`config.mk`:
```
export PLATFORM = sky130hd
export DESIGN_NAME = dlwpm_cfg
export DESIGN_NICKNAME = d
export VERILOG_FILES = /design/src/hw/rtl/dlwpm_pkg.sv /design/src/hw/rtl/dlwpm_cfg.sv
export SDC_FILE = /design/constraint.sdc
export NUM_CORES = 1
export LEC_CHECK = 0
export BUFFER_PORTS_ARGS = -buffer_cell sky130_fd_sc_hd__buf_2
export CORE_MARGIN = 4
export CORE_UTILIZATION = 44
export DETAILED_ROUTE_END_ITERATION = 16
export GPL_ROUTABILITY_DRIVEN = 0
export GPL_TIMING_DRIVEN = 0
export PLACE_DENSITY = 0.72
export RECOVER_POWER = 50
export REMOVE_ABC_BUFFERS = 1
export SYNTH_ARGS = -nofsm -noshare
export SYNTH_HDL_FRONTEND = slang
export SYNTH_SLANG_ARGS = --single-unit
```
`constraint.sdc`:
```
create_clock -name clk -period 1.02 [get_ports clk]
set_input_delay 0.102 -clock clk [delete_from_list [all_inputs] [get_ports clk]]
set_output_delay 0.102 -clock clk [all_outputs]
set_load 0.05 [all_outputs]
```
`src/hw/rtl/dlwpm_pkg.sv`:
```
// dlwpm_pkg: shared widths, register indexes, setting codes and types
// for the dual layer window priority mixer; no dependencies
package dlwpm_pkg;

  // field widths
  localparam int COL_W   = 10;
  localparam int PIX_W   = 16;
  localparam int PRIO_W  = 8;
  localparam int CFG_W   = 16;
  localparam int IDX_W   = 3;

  // flag bits inside a layer pixel word
  localparam int SPRITE_FLAG_BIT      = 13;
  localparam int TRANSPARENT_FLAG_BIT = 14;

  // a window edge sits this many pixels left of its register value
  localparam logic [COL_W:0] WIN_OFFSET = (COL_W + 1)'(16);

  // configuration register indexes
  localparam logic [IDX_W-1:0] REG_PRIORITY_A   = 3'd0;
  localparam logic [IDX_W-1:0] REG_PRIORITY_B   = 3'd1;
  localparam logic [IDX_W-1:0] REG_WINDOW1_POS  = 3'd2;
  localparam logic [IDX_W-1:0] REG_WINDOW2_POS  = 3'd3;
  localparam logic [IDX_W-1:0] REG_BACKGROUND   = 3'd4;

  // register reset values
  localparam logic [PRIO_W-1:0] PRIORITY_RESET = 8'h11;

  // region codes: {inside window 2, inside window 1}
  localparam logic [1:0] REGION_OUTSIDE = 2'b00;
  localparam logic [1:0] REGION_W1_ONLY = 2'b01;
  localparam logic [1:0] REGION_W2_ONLY = 2'b10;
  localparam logic [1:0] REGION_BOTH    = 2'b11;

  // layer enable codes (setting bits 1:0)
  localparam logic [1:0] LAYER_NONE = 2'b00;
  localparam logic [1:0] LAYER_1    = 2'b01;
  localparam logic [1:0] LAYER_2    = 2'b10;
  localparam logic [1:0] LAYER_BOTH = 2'b11;

  // priority modes (setting bits 3:2); the other two codes are plain transparency
  localparam logic [1:0] MODE_SPR2_OVER  = 2'd1;
  localparam logic [1:0] MODE_SPR1_UNDER = 2'd2;

  // live configuration, handed from the register file to the mixer
  typedef struct packed {
    logic [PRIO_W-1:0] priority_a;
    logic [PRIO_W-1:0] priority_b;
    logic [COL_W-1:0]  window1_pos;
    logic [COL_W-1:0]  window2_pos;
    logic [PIX_W-1:0]  background_color;
  } cfg_t;

endpackage

```
`src/hw/rtl/dlwpm_cfg.sv`:
```
// dlwpm_cfg: configuration register file written through a plain write port
// depends on dlwpm_pkg
module dlwpm_cfg
  import dlwpm_pkg::*;
(
  input  logic             clk,
  input  logic             rst,
  input  logic             cfg_we,
  input  logic [IDX_W-1:0] cfg_index,
  input  logic [CFG_W-1:0] cfg_data,
  output cfg_t             cfg
);

  cfg_t regs;

  // register writes, unused indexes ignored
  always_ff @(posedge clk) begin
    if (rst) begin
      regs.priority_a       <= PRIORITY_RESET;
      regs.priority_b       <= PRIORITY_RESET;
      regs.window1_pos      <= '0;
      regs.window2_pos      <= '0;
      regs.background_color <= '0;
    end else if (cfg_we) begin
      unique case (cfg_index)
        REG_PRIORITY_A:  regs.priority_a       <= cfg_data[PRIO_W-1:0];
        REG_PRIORITY_B:  regs.priority_b       <= cfg_data[PRIO_W-1:0];
        REG_WINDOW1_POS: regs.window1_pos      <= cfg_data[COL_W-1:0];
        REG_WINDOW2_POS: regs.window2_pos      <= cfg_data[COL_W-1:0];
        REG_BACKGROUND:  regs.background_color <= cfg_data[PIX_W-1:0];
        default: ;
      endcase
    end
  end

  assign cfg = regs;

endmodule

```
# After elaboration in Yosys (flattened, before gate mapping)
# Cells that the tools add are included.
[totals] register_bits=52 inputBits=22 output_inout_bits=52 word_cells=15
[op_classes] n_eq_ne=4 n_reduce_logical=6
[ops] op="2-bit AND reduction" n=5
[ops] op="3-bit by 2-bit == test with 1-bit output, second input constant" n=2
[ops] op="3-bit by 1-bit == test with 1-bit output, second input constant" n=1
[ops] op="3-bit == test, second input constant" n=1
[ops] op="3-bit zero test" n=1

# Longest topological paths before layout
[logic_depth] word_depth=2 ltp_mapped=3 mapped_depth_nobuf=2

# Least setup slack after synthesis
# Ideal clock, no wire load.
[synth_path] path_kind="input-to-reg" start="input cfg_index[0]" end="register regs, in the netlist cfg[45]" setup_ns=0.122 arrival_ns=0.891 required_time_ns=0.898 slack_ns=0.006 path_stages=3 n_path_buf=1 path_cell_list="or4b_1 buf_6 mux2i_1"
[synth_via] elab_chain_cells=2
[synth_rtl] element="start: declaration" line_no="dlwpm_cfg.sv:9" rtl="input logic [IDX_W-1:0] cfg_index,"
[synth_rtl] element="3-bit zero test" line_no="dlwpm_cfg.sv:25" rtl="unique case (cfg_index)"
[synth_rtl] element="2-bit AND reduction (no line)"
[synth_rtl] element="end: declaration" line_no="dlwpm_cfg.sv:14" rtl="cfg_t regs;"
# Every way passes these cells.
# A chain may end at the register's enable or synchronous reset.

# Worst setup path after layout
[layout_path] start="register regs, in the netlist cfg[21]" end="output cfg[21] (netlist bit)"
[layout_lines] element="end: declaration" line_no="dlwpm_cfg.sv:11" rtl="output cfg_t cfg"
# No word-level cell between the ends.

==> results.sh <==
export IMPL_status="finished, final reports clean"
export IMPL_grtUsageTotal_pct=14.9
export IMPL_power_switching_w=0.000994
export IMPL_cp_slowest_cell="dfxtp_1"
export IMPL_numCtsBuffers=5
export IMPL_end_kind="primary output"
export IMPL_antenna_found_initial=0
export IMPL_hold_path_class="in -> reg"
export IMPL_synthTopCellsByCount="nand2b_1 (64), dfxtp_1 (52), mux2i_1 (52), clkbuf_1 (10), nor2_1 (6)"
export IMPL_ys_top_cells_by_area="dfxtp_1 (49%), mux2i_1 (24%), nand2b_1 (19%), clkbuf_1 (1.8%), nand4bb_1 (1.6%)"
export IMPL_row_count=25
export IMPL_grt_pass1_wl_um=7260
export IMPL_slew_violations=0
export IMPL_port_buffers=73
export IMPL_synth_edff_count=0
export IMPL_cts_hold_buf=0
export IMPL_arrival_ns=0.88
export IMPL_drt_iter0_drc=72
export IMPL_max_cap_viol_count=0
export IMPL_holdWs_ns=0.0467
export IMPL_nets=286
export IMPL_synth_compound_area_share_pct=0
export IMPL_post_place_cells=322
export IMPL_synth_most_common_cell="nand2b_1"
export IMPL_diodes=0
export IMPL_syn_area_per_cell_um2=10.9
export IMPL_post_drt_wl_per_cell_um=13.3
export IMPL_worstMarginPinSlew_ns=0.683
export IMPL_finalCritPeriodShare_pct=96.6
export IMPL_synth_seq_area_share_pct=48.6
export IMPL_dieArea_mm2=0.00605
export IMPL_wl_um=4430
export IMPL_synth_cells=197
export IMPL_cts_tree="built"
export IMPL_power_internal_w=0.00299
export IMPL_synthMuxAreaShare_pct=24.3
export IMPL_worstHoldPathCells=3
export IMPL_clk_path_buf_depth=2
export IMPL_yosys_warnings=0
export IMPL_ant_nets=0
export IMPL_power_frac_comb_pct=12.2
export IMPL_cts_sinks=52
export IMPL_core_area_mm2=0.00472
export IMPL_critical_path_cell_count=1
export IMPL_p_per_area_mw_per_mm2=1420
export IMPL_synth_adder_area_share_pct=0
export IMPL_drt_pass1_iterations=4
export IMPL_clock_root_buffer="clkbuf_8"
export IMPL_grt_max_degree=71
export IMPL_clk_pin_slew_worst_paths_ns=0.10
export IMPL_clock_power_share_pct=35.1
export IMPL_synth_xor_area_share_pct=0
export IMPL_critPathTopFamily="flip-flops"
export IMPL_synthToLayoutAreaGrowth_pct=30.8
export IMPL_grt_pass1_vias=1499
export IMPL_drc_errors=0
export IMPL_netSwitchingFraction_pct=25.0
export IMPL_relSlewSlack_pct=53.8
export IMPL_place_hpwl_um=3010
export IMPL_final_setup_viol_count=0
export IMPL_layout_drive_gt1_share_pct=32.5
export IMPL_critPathRequiredTime_ns=0.92
export IMPL_hold_violations=0
export IMPL_yosysTopAreaCell="dfxtp_1"
export IMPL_clkLatencyLatePin_ns=0.30
export IMPL_crit_fanout=2
export IMPL_synth_seq_cells=52
export IMPL_async_flop_share_pct=0
export IMPL_max_vdd_ir_drop_mv=1.00
export IMPL_fmax_ghz=1.01
export IMPL_synthSimpleGateAreaFrac_pct=23.8
export IMPL_critPathKind="reg -> out"
export IMPL_r2r_cells=2
export IMPL_htree_num_levels=2
export IMPL_period_needed_ns=0.985
export IMPL_pwr_share_seq_pct=52.7
export IMPL_p_leak_nw=1.34
export IMPL_max_stage_delay_ns=0.33
export IMPL_final_util_pct=59.3
export IMPL_io_pins=74
export IMPL_die_y_um=77.8
export IMPL_synth_cell_types=12
export IMPL_skew_ns=0
export IMPL_crit_chain="buf_2"
export IMPL_layout_setup_ws_ns=0.0348
export IMPL_synth_top_family_by_area="multiplexers"
export IMPL_synth_top_area_share_pct=48.6
export IMPL_post_place_ws_ns=-0.494
export IMPL_stdcell_count=332
export IMPL_grt_remaining_overflow=0
export IMPL_die_x_um=77.8
export IMPL_viasPerCell=4.63
export IMPL_num_vias=1537
export IMPL_start_kind="flip-flop"
export IMPL_critical_path_buf_inv_count=1
export IMPL_fill_cells=415
export IMPL_start_util_pct=45.3
export IMPL_largest_reg_flops=52
export IMPL_syn_area_mm2=0.00214
export IMPL_ys_flop_type="dfxtp_1"
==> path summary, 6_finish.rpt <==
path                                    from      end  slack (ns)
worst max-delay path                 cfg[21]  cfg[21]        0.03
worst min register to register       cfg[46]  cfg[46]        0.48
worst min-delay path            cfg_data[14]  cfg[14]        0.05
worst max register to register        cfg[8]   cfg[8]        0.38
==> timing repair <==
item,4_1_cts,5_1_grt
endpoints found under the hold margin,0,0
endpoints found under the setup margin,53,69
resized for setup,25,37
buffers inserted,2,0
==> metal layers <==
metal  vias up  GRT usage [%]  wire length [um]
met5         -              0                 0
met4         0           6.41                65
met3         5           3.71               269
met2        44           23.3              2010
met1       707           19.4              2080
li1        781              -                 -
==> logic make-up after synthesis <==
kind of cell,after synthesis
flip-flops,52
multiplexers,52
AND/OR/NAND/NOR,78
buffers and inverters,15
==> cell type report <==
cell class	instances	area [um^2]	share of cell area [%]
Multi-Input combinational cell	130	1050	37.4
Timing Repair Buffer	75	518	18.5
Tap cell	67	83.8	2.99
Sequential cell	52	1040	37.2
Clock inverter	3	42.5	1.52
Clock buffer	5	68.8	2.46
==> through the flow <==
| step | TNS, ns | instance area, um^2 | power (W) |
|---|---|---|---|
| after global placement | -17.49 | 2520 | 0.00260 |
| after global routing | -0.00883 | 2800 | 0.00414 |
| after detailed placement | -17.75 | 2520 | 0.00260 |
| final | 0 | 2800 | 0.00398 |
| after CTS | 0 | 2720 | 0.00401 |
| after floorplan | -1.15 | 2070 | 0.00245 |
==> power by group through the flow <==
stage | sequential, W | combinational [W] | clock [W]
after floorplan | 0.00230 | 0.000150 | 0
after CTS | 0.00210 | 0.000478 | 0.00144
after global placement | 0.00214 | 0.000455 | 0
after detailed placement | 0.00214 | 0.000459 | 0
final | 0.00210 | 0.000485 | 0.00140
after global routing | 0.00210 | 0.000519 | 0.00152
==> cell usage in the layout (no fill, tap or decap), types with 2 or more instances in the layout <==
cell / instances
nand2b_1: 64
mux2i_1: 52
dfxtp_1: 52
buf_4: 26
clkbuf_4: 24
buf_2: 21
nor2_1: 6
clkbuf_8: 5
buf_6: 3
nand4bb_1: 2
Note: power is estimated with default switching activity, not from simulation.
