$ cat config.mk
export PLATFORM = sky130hd
export DESIGN_NAME = dlwpm_mix
export DESIGN_NICKNAME = d
export VERILOG_FILES = /design/src/hw/rtl/dlwpm_pkg.sv /design/src/hw/rtl/dlwpm_mix.sv
export SDC_FILE = /design/constraint.sdc
export NUM_CORES = 1
export LEC_CHECK = 0
export BUFFER_PORTS_ARGS = -buffer_cell sky130_fd_sc_hd__buf_4
export CORE_MARGIN = 1.5
export CORE_UTILIZATION = 40
export DETAILED_ROUTE_END_ITERATION = 16
export PLACE_DENSITY = 0.85
export SETUP_SLACK_MARGIN = 0.2
export SLEW_MARGIN = 10
export SYNTH_ARGS = -nofsm -noshare
export SYNTH_HDL_FRONTEND = slang
export SYNTH_SLANG_ARGS = --single-unit
export TNS_END_PERCENT = 10
$ cat constraint.sdc
create_clock -name vclk -period 5.6
set_clock_uncertainty 0.1 [all_clocks]
set_input_delay 0.84 -clock vclk [all_inputs]
set_output_delay 0.84 -clock vclk [all_outputs]
set_load 0.03 [all_outputs]
$ cat src/hw/rtl/dlwpm_pkg.sv
// dlwpm_pkg: shared widths, register indexes, setting codes and types
// for the dual layer window priority mixer; no dependencies
package dlwpm_pkg;

  // field widths
  localparam int COL_W   = 10;
  localparam int PIX_W   = 16;
  localparam int PRIO_W  = 8;
  localparam int CFG_W   = 16;
  localparam int IDX_W   = 3;

  // flag bits inside a layer pixel word
  localparam int SPRITE_FLAG_BIT      = 13;
  localparam int TRANSPARENT_FLAG_BIT = 14;

  // a window edge sits this many pixels left of its register value
  localparam logic [COL_W:0] WIN_OFFSET = (COL_W + 1)'(16);

  // configuration register indexes
  localparam logic [IDX_W-1:0] REG_PRIORITY_A   = 3'd0;
  localparam logic [IDX_W-1:0] REG_PRIORITY_B   = 3'd1;
  localparam logic [IDX_W-1:0] REG_WINDOW1_POS  = 3'd2;
  localparam logic [IDX_W-1:0] REG_WINDOW2_POS  = 3'd3;
  localparam logic [IDX_W-1:0] REG_BACKGROUND   = 3'd4;

  // register reset values
  localparam logic [PRIO_W-1:0] PRIORITY_RESET = 8'h11;

  // region codes: {inside window 2, inside window 1}
  localparam logic [1:0] REGION_OUTSIDE = 2'b00;
  localparam logic [1:0] REGION_W1_ONLY = 2'b01;
  localparam logic [1:0] REGION_W2_ONLY = 2'b10;
  localparam logic [1:0] REGION_BOTH    = 2'b11;

  // layer enable codes (setting bits 1:0)
  localparam logic [1:0] LAYER_NONE = 2'b00;
  localparam logic [1:0] LAYER_1    = 2'b01;
  localparam logic [1:0] LAYER_2    = 2'b10;
  localparam logic [1:0] LAYER_BOTH = 2'b11;

  // priority modes (setting bits 3:2); the other two codes are plain transparency
  localparam logic [1:0] MODE_SPR2_OVER  = 2'd1;
  localparam logic [1:0] MODE_SPR1_UNDER = 2'd2;

  // live configuration, handed from the register file to the mixer
  typedef struct packed {
    logic [PRIO_W-1:0] priority_a;
    logic [PRIO_W-1:0] priority_b;
    logic [COL_W-1:0]  window1_pos;
    logic [COL_W-1:0]  window2_pos;
    logic [PIX_W-1:0]  background_color;
  } cfg_t;

endpackage

$ cat src/hw/rtl/dlwpm_mix.sv
// dlwpm_mix: window region decode and layer priority select for one item
// depends on dlwpm_pkg
module dlwpm_mix
  import dlwpm_pkg::*;
(
  input  cfg_t             cfg,
  input  logic [COL_W-1:0] column,
  input  logic [PIX_W-1:0] layer1_pixel,
  input  logic [PIX_W-1:0] layer2_pixel,
  output logic [PIX_W-1:0] color
);

  logic       in_win1;
  logic       in_win2;
  logic [3:0] setting;
  logic [1:0] enable;
  logic [1:0] mode;
  logic       s1, s2, t1, t2;
  logic       pick2;

  // column < pos - 16 (clamped at 0) is column + 16 < pos
  assign in_win1 = ({1'b0, column} + WIN_OFFSET) < {1'b0, cfg.window1_pos};
  assign in_win2 = ({1'b0, column} + WIN_OFFSET) < {1'b0, cfg.window2_pos};

  // region setting lookup
  always_comb begin
    unique case ({in_win2, in_win1})
      REGION_BOTH:    setting = cfg.priority_a[3:0];
      REGION_W2_ONLY: setting = cfg.priority_a[7:4];
      REGION_W1_ONLY: setting = cfg.priority_b[3:0];
      default:        setting = cfg.priority_b[7:4];
    endcase
  end

  assign enable = setting[1:0];
  assign mode   = setting[3:2];

  assign s1 = layer1_pixel[SPRITE_FLAG_BIT];
  assign s2 = layer2_pixel[SPRITE_FLAG_BIT];
  assign t1 = layer1_pixel[TRANSPARENT_FLAG_BIT];
  assign t2 = layer2_pixel[TRANSPARENT_FLAG_BIT];

  // priority between the two layers when both are on
  always_comb begin
    unique case (mode)
      MODE_SPR2_OVER:  pick2 = t1 || (s2 && !s1);
      MODE_SPR1_UNDER: pick2 = t1 || (s1 && !s2 && !t2);
      default:         pick2 = t1;
    endcase
  end

  // final color select
  always_comb begin
    unique case (enable)
      LAYER_NONE: color = cfg.background_color;
      LAYER_1:    color = layer1_pixel;
      LAYER_2:    color = layer2_pixel;
      default:    color = pick2 ? layer2_pixel : layer1_pixel;
    endcase
  end

endmodule
# Word-level counts from Yosys, hierarchy flattened
# Index checks and enable logic that the tools add are counted.
# Widths: inputs -> output; s select.
# word_totals
ram_bits,0
ff_bits,0
rom_bits,0
inputBits,94
out_inout_bits,16
mem_count,0
latchBits,0
word_cells,23
# op_classes
div_mod_pow,0
bitwise_logic,0
shifts,0
n_addsub,1
reduce_logical,9
muxes,4
n_mul,0
magnitude_cmp,2
eq_ne,7
# ops
cell,n
$pmux 16 s3,1
$lt 11x10->1,2
$mux 16,1
$pmux 4 s3,1
$add 10x5->11 const B,1
$eq 2x2->1 const B,4
$eq 2x1->1 const B,3
$logic_and 1x1->1,3
$logic_not 1->1,3
$logic_not 2->1,1
$logic_or 1x1->1,2
$pmux 1 s2,1

# Longest topological paths before layout
# Gate-level depths: netlist (run 1).
# depth
depth_word,8
mapped_depth,19
mapped_depth_nobuf,18

# Worst setup path before layout (run 1)
# No wires, ideal clock.
# synth_path
kind,input port to output port
startpoint,in column[4]
endpoint,out color[15]
cell_stages,15
arrival_ns,3.866
path_slack_ns,0.794
required_ns,4.660
path_buffers,0
path_cell_list,ha_1 and3_4 xor2_1 ha_1 nand3_1 o21ai_4 mux2_2 o21ai_0 ha_1 nand2_1 nor3_1 a21oi_1 o21bai_1 o21bai_4 o221ai_1
# synth_via
elab_chain_cells,8
elab_cells_between_ends,15
classes_between,add/sub (1); order compare (2); eq/ne (7); mux (4); reduce/logical (1)
# synth_rtl
element,line_no,source
from (decl),dlwpm_mix.sv:7,"input logic [COL_W-1:0] column,"
$add 10x5->11 (*),"dlwpm_mix.sv:22, dlwpm_mix.sv:23",
$lt 11x10->1 (on tied branches),"dlwpm_mix.sv:22, dlwpm_mix.sv:23",
$eq 2x1->1 or $eq 2x2->1 (tied branches),dlwpm_mix.sv:27,"unique case ({in_win2, in_win1})"
$pmux 4 s3 (*),dlwpm_mix.sv:27,
$eq 2x2->1 or $eq 2x1->1 (tied branches),dlwpm_mix.sv:45,unique case (mode)
$pmux 1 s2,dlwpm_mix.sv:45,
$mux 16,dlwpm_mix.sv:58,default: color = pick2 ? layer2_pixel : layer1_pixel;
$pmux 16 s3 (*),dlwpm_mix.sv:54,unique case (enable)
to (decl),dlwpm_mix.sv:10,output logic [PIX_W-1:0] color
# Every way passes the cells marked *; elsewhere a longest branch is shown, timed or not.

# Final worst setup path (run 1)
# layout_path
startpoint,in column[4]
endpoint,out color[7]
# Same word-level chain as after synthesis.

==> impl_metrics.csv, run 1 <==
group,metric,value,unit
worst_setup_path,critical_path_arrival,4.28,ns
power,irDropWorstVdd,0.000118,V
logic_synthesis,yosysWarnings,0,
status,status,"finished clean",
placed_design,place.gp.congestion,0.737,
timing,slew_viol_final,0,
timing,rsz0062_at_grt,"no",
worst_setup_path,crit_family,"simple AND/OR/NAND/NOR gates",
routing,num_vias,1553,
min_path,min_to,"color[9]",
logic_synthesis,synth_common_cells,"inv_1 (50), ha_1 (20), nand3_1 (20)",
worst_setup_path,critPathBufInv,4,
worst_setup_path,crit_fanout,8,
cells_and_area,multi_input_area,1010,um2
global_routing,grt-ovfl-total,0,
worst_setup_path,critPathLaunch,"column[4]",
routing,via_per_inst,4.99,
cells_and_area,numSequentialCells,0,
worst_setup_path,cp_slowest_stage_delay,0.42,ns
timing,finalCritPeriodShare,93.1,%
logic_synthesis,synth_top_area_cell,"ha_1",
timing,fmax,192,MHz
routing,first_pass_iters,4,
worst_setup_path,worstSetupPathType,"input pin to primary output",
timing,layout_min_cycle_time,5.22,ns
timing,tightest_slew,0.293,ns
logic_synthesis,avgSynthCellArea,7.38,um2
global_routing,grt_pass1_wl,5490,um
timing,finalHoldViolCount,0,
cells_and_area,fin_area,2120,um2
die,core-area,3000,um2
logic_synthesis,ys_top_cells_by_area,"ha_1 (20%), inv_1 (15%), o221ai_2 (12%)",
worst_setup_path,startpoint_type,"input pin",
die,start_util,41.3,%
cells_and_area,diodes,0,
logic_synthesis,yosysTopAreaCellShare,20.2,%
global_routing,grt_pass1_vias,1301,
worst_setup_path,worstSetupEndpointType,"primary output",
cells_and_area,synthToLayoutAreaGrowth,70.9,%
logic_synthesis,syn_inst,168,
logic_synthesis,synth_most_common_cell,"inv_1",
cells_and_area,finalNonFillerCells,311,
power,powerDensity,171,nW/um2
timing,relSlewSlack,80.4,%
cells_and_area,fill_cells,254,
global_routing,grt_start_max_net_pins,21,
timing,fin_tns_setup,0,ns
placed_design,port_buffers,110,
die,die_x,58.7,um
die,die_h,58.7,um
global_routing,antenna_found_initial,0,
timing,setup_viol,0,
logic_synthesis,synth_area,1240,um2
placed_design,dp_hpwl,3190,um
cells_and_area,clock_buffers,0,
placed_design,postPlaceCellArea,2070,um2
cells_and_area,regArea,0,um2
cells_and_area,drive_gt1_share,50.0,%
worst_setup_path,critPathSlowestCell,"or3_4",
routing,wire_per_inst,12.3,um
logic_synthesis,synth_cell_types,31,
power,p_leak,1.23,nW
routing,drc_errors,0,
routing,drt_wl_total,3830,um
die,rows,20,
min_path,hp-class,"input pin to primary output",
routing,ant_nets,0,
worst_setup_path,crit_chain,"buf_4 > ha_1 > and3_4 > xor2_1 > ha_1 > nand3_1 > or3_4 > o21ai_4 > nor2_1 > a21oi_1 > ha_1 > nand2_1 > nor3_1 > a21oi_1 > o21bai_2 > inv_1 > o21bai_4 > buf_4 > o221ai_1 > buf_4",
cts,postCtsHoldBufs,0,
routing,dr.first_iter.drc_count,37,
die,die-area,3440,um2
cells_and_area,nNetsFinal,394,
logic_synthesis,yosysSeqAreaShare,0,%
placed_design,dpl.cell_count,306,
global_routing,gr-usage-all-layers,19.2,%
die,io_pins,110,
min_path,holdPathStages,4,
logic_synthesis,synth_nets,282,
worst_setup_path,critical_path_required,4.66,ns
flow_run,max_cap_viol_count,0,
min_path,hp-start,"cfg[9]",
-- placed cells by master, fill, tap and decap left out --
cell type,n
nand3_1,20
o21bai_4,2
xor2_1,2
buf_12,1
nand2b_1,1
nor3_1,1
o21bai_2,1
a21o_1,2
inv_1,50
or3_4,1
nor2_1,3
nand3_2,1
and3_1,1
nand3b_1,1
o221a_1,1
xnor2_1,2
mux2_2,2
nor2b_1,1
a21oi_1,11
and3_4,2
ha_1,20
o211a_1,1
nand2_1,7
mux2i_1,6
o221ai_1,5
buf_4,114
o21ai_4,2
o21ai_0,3
o21a_1,1
o221ai_2,10
mux2_4,3
-- through the flow --
step                      total power [W]  util [%]  hold slack (ns)  worst slack [ns]
after CTS                        0.000348      69.3             1.94             0.333
after floorplan                  0.000228         -             1.79             0.794
after global placement           0.000337      68.8             1.93             0.283
final                            0.000363      70.6             1.94             0.385
after global routing             0.000390      70.6             1.96             0.129
after detailed placement         0.000342      68.8             1.94             0.181
-- report_power, final --
group	internal (W)	switching [W]	total [W]	leakage (nW)
Combinational	0.000172	0.000192	0.000363	1.23
Clock	0	0	0	0
Sequential	0	0	0	0
Total	0.000172	0.000192	0.000363	1.23
-- kinds of logic after synthesis --
| logic type | count (synthesis) | synth area share, % |
|---|---|---|
| mux | 11 | 10.3 |
| xor+xnor | 4 | 2.83 |
| simple gates | 39 | 17.2 |
| fa+ha+maj | 20 | 20.2 |
| buf+inv | 55 | 18.5 |
| compound gates | 39 | 31.1 |
-- tightest hold or removal path, stage by stage --
cell and delay (ns):
buf_4 0.08, nand3_1 0.06, o221ai_2 0.06, buf_4 0.16
-- per-layer routing --
metal	up-vias	share of wire, %	track usage, %
li1	803	-	-
met1	700	41	24.2
met2	48	54	38.0
met3	2	4.7	0.659
met4	0	0.21	0.325
met5	-	0	0
-- worst max-delay path by stage --
stage	to	slack (ns)	cells after the start
floorplan	color[15]	0.79	15
global route	color[15]	0.13	20
finish	color[7]	0.38	20
detailed placement	color[7]	0.18	18
CTS	color[7]	0.33	20
global placement	color[15]	0.28	19
-- final cells by class --
type | count | area share, %
Inverter | 50 | 8.85
Timing Repair Buffer | 115 | 41.3
Multi-Input combinational cell | 113 | 47.9
Tap cell | 33 | 1.95
-- what timing repair did --
item                       CTS  global route
buffers inserted             2             3
pin swaps                    1             1
gates resized for setup      0             1
setup endpoints to repair    7            15
hold endpoints to repair     0             0
Note: power is estimated with default switching activity, not from simulation.
==> run 2: changes to the inputs <==
--- a/config.mk
+++ b/config.mk
@@ -10,6 +10,7 @@
 export CORE_UTILIZATION = 40
 export DETAILED_ROUTE_END_ITERATION = 16
 export PLACE_DENSITY = 0.85
+export RECOVER_POWER = 50
 export SETUP_SLACK_MARGIN = 0.2
 export SLEW_MARGIN = 10
 export SYNTH_ARGS = -nofsm -noshare
==> run 2 against run 1 <==
Against the previous run:
- via count down 0.32%
- sequential share of layout area unchanged
- core utilization down 0.33 points
- maximum frequency down 0.27%
- non-clock buffer count unchanged
- die area unchanged
- worst setup slack worse by 0.014 ns
- global-route usage unchanged
- critical path type unchanged
- critical endpoint unchanged
==> impl_metrics.csv, run 2 (synthesis results as in run 1) <==
group,metric,value,unit
placed_design,port_buffers,110,
worst_setup_path,critPathLaunch,"column[4]",
global_routing,gr-usage-all-layers,19.2,%
cells_and_area,numSequentialCells,0,
worst_setup_path,crit_fanout,8,
min_path,holdPathStages,4,
die,io_pins,110,
timing,finalHoldViolCount,0,
routing,drt_wl_total,3820,um
routing,num_vias,1548,
timing,rsz0062_at_grt,"no",
min_path,hp-class,"input pin to primary output",
die,die_h,58.7,um
timing,worst_slack,0.370,ns
timing,finalCritPeriodShare,93.4,%
cells_and_area,fin_area,2110,um2
placed_design,dp_hpwl,3190,um
placed_design,place.gp.congestion,0.737,
power,powerDensity,170,nW/um2
cells_and_area,layout_commonest_cell,"buf_4",
die,die_x,58.7,um
cells_and_area,drive_gt1_share,50.0,%
die,rows,20,
worst_setup_path,startpoint_type,"input pin",
flow_run,max_cap_viol_count,0,
placed_design,postPlaceCellArea,2070,um2
status,status,"finished clean",
global_routing,grt_pass1_vias,1301,
global_routing,grt-ovfl-total,0,
cts,postCtsHoldBufs,0,
cells_and_area,final_cell_mix,"buf_4 (110), inv_1 (50), nand3_1 (20), ha_1 (20), a21oi_1 (11)",
cells_and_area,clock_buffers,0,
min_path,hp-start,"cfg[15]",
die,start_util,41.3,%
routing,dr.first_iter.drc_count,38,
routing,wire_per_inst,12.3,um
worst_setup_path,worstSetupPathType,"input pin to primary output",
die,die-area,3440,um2
worst_setup_path,critical_path_arrival,4.29,ns
routing,first_pass_iters,4,
timing,fin_tns_setup,0,ns
global_routing,grt_pass1_wl,5490,um
routing,ant_nets,0,
cells_and_area,diodes,0,
cells_and_area,nNetsFinal,394,
timing,setup_viol,0,
timing,slew_viol_final,0,
routing,via_per_inst,4.98,
global_routing,antenna_found_initial,0,
worst_setup_path,critical_path_required,4.66,ns
worst_setup_path,worstSetupEndpointType,"primary output",
routing,drc_errors,0,
timing,tightest_slew,0.293,ns
global_routing,grt_start_max_net_pins,21,
min_path,min_to,"color[15]",
timing,fmax,191,MHz
die,core-area,3000,um2
placed_design,pre_cts_ws,0.181,ns
cells_and_area,regArea,0,um2
timing,layout_min_cycle_time,5.23,ns
power,p_leak,1.22,nW
timing,relSlewSlack,80.4,%
cells_and_area,synthToLayoutAreaGrowth,70.1,%
power,irDropWorstVdd,0.000117,V
-- run 2: cell count changes in the layout (fill, tap and decap cells not counted), sizes merged --
cell	before	now
clkbuf	0	4
buf	115	111
-- run 2: area by class of cell --
| cell class | instances | area (um2) |
|---|---|---|
| Timing Repair Buffer | 115 | 866 |
| Inverter | 50 | 188 |
| Multi-Input combinational cell | 113 | 1010 |
| Fill cell | 258 | 893 |
| Tap cell | 33 | 41.3 |
-- run 2: stage by stage --
stage	hold WS [ns]	std cells	utilization [%]	total power, W
finish	1.93	311	70.3	0.000359
global route	1.96	311	70.3	0.000385
CTS	1.94	308	69.3	0.000348
detailed placement	1.94	306	68.8	0.000342
global placement	1.93	306	68.8	0.000337
floorplan	1.79	168	-	0.000228
-- run 2: worst max-delay path: stages --
cell and delay (ns):
buf_4 0.12, ha_1 0.21, and3_4 0.16, xor2_1 0.15, ha_1 0.30, nand3_1 0.12
or3_4 0.42, o21ai_4 0.24, nor2_1 0.09, a21oi_1 0.13, ha_1 0.18, nand2_1 0.06
nor3_1 0.15, a21oi_1 0.09, o21bai_2 0.24, inv_1 0.12, o21bai_4 0.15, buf_4 0.19
o221ai_1 0.13, buf_4 0.19
-- run 2: where the power goes --
group | leakage, nW | total [W] | internal [W] | switching, W
Clock | 0 | 0 | 0 | 0
Sequential | 0 | 0 | 0 | 0
Combinational | 1.22 | 0.000359 | 0.000167 | 0.000192
Total | 1.22 | 0.000359 | 0.000167 | 0.000192
-- run 2: per-layer routing --
layer,up-vias,routed length [um],GRT usage [%]
li1,802,-,-
met1,695,1550,24.2
met2,49,2080,38.0
met3,2,180,0.659
met4,0,8,0.325
met5,-,0,0
-- run 2: what timing repair did --
action | 4_1_cts | 5_1_grt
pin swaps | 1 | 1
endpoints found under the setup margin | 7 | 15
gates cloned | 0 | 0
gates resized for setup | 0 | 1
setup buffers | 2 | 3
-- run 2: worst max path at each step --
stage	to	slack, ns	cells after the start
3_5_place_dp	color[7]	0.18	18
5_1_grt	color[15]	0.13	20
6_report	color[7]	0.37	20
4_1_cts	color[7]	0.33	20
2_1_floorplan	color[15]	0.79	15
3_3_place_gp	color[15]	0.28	19
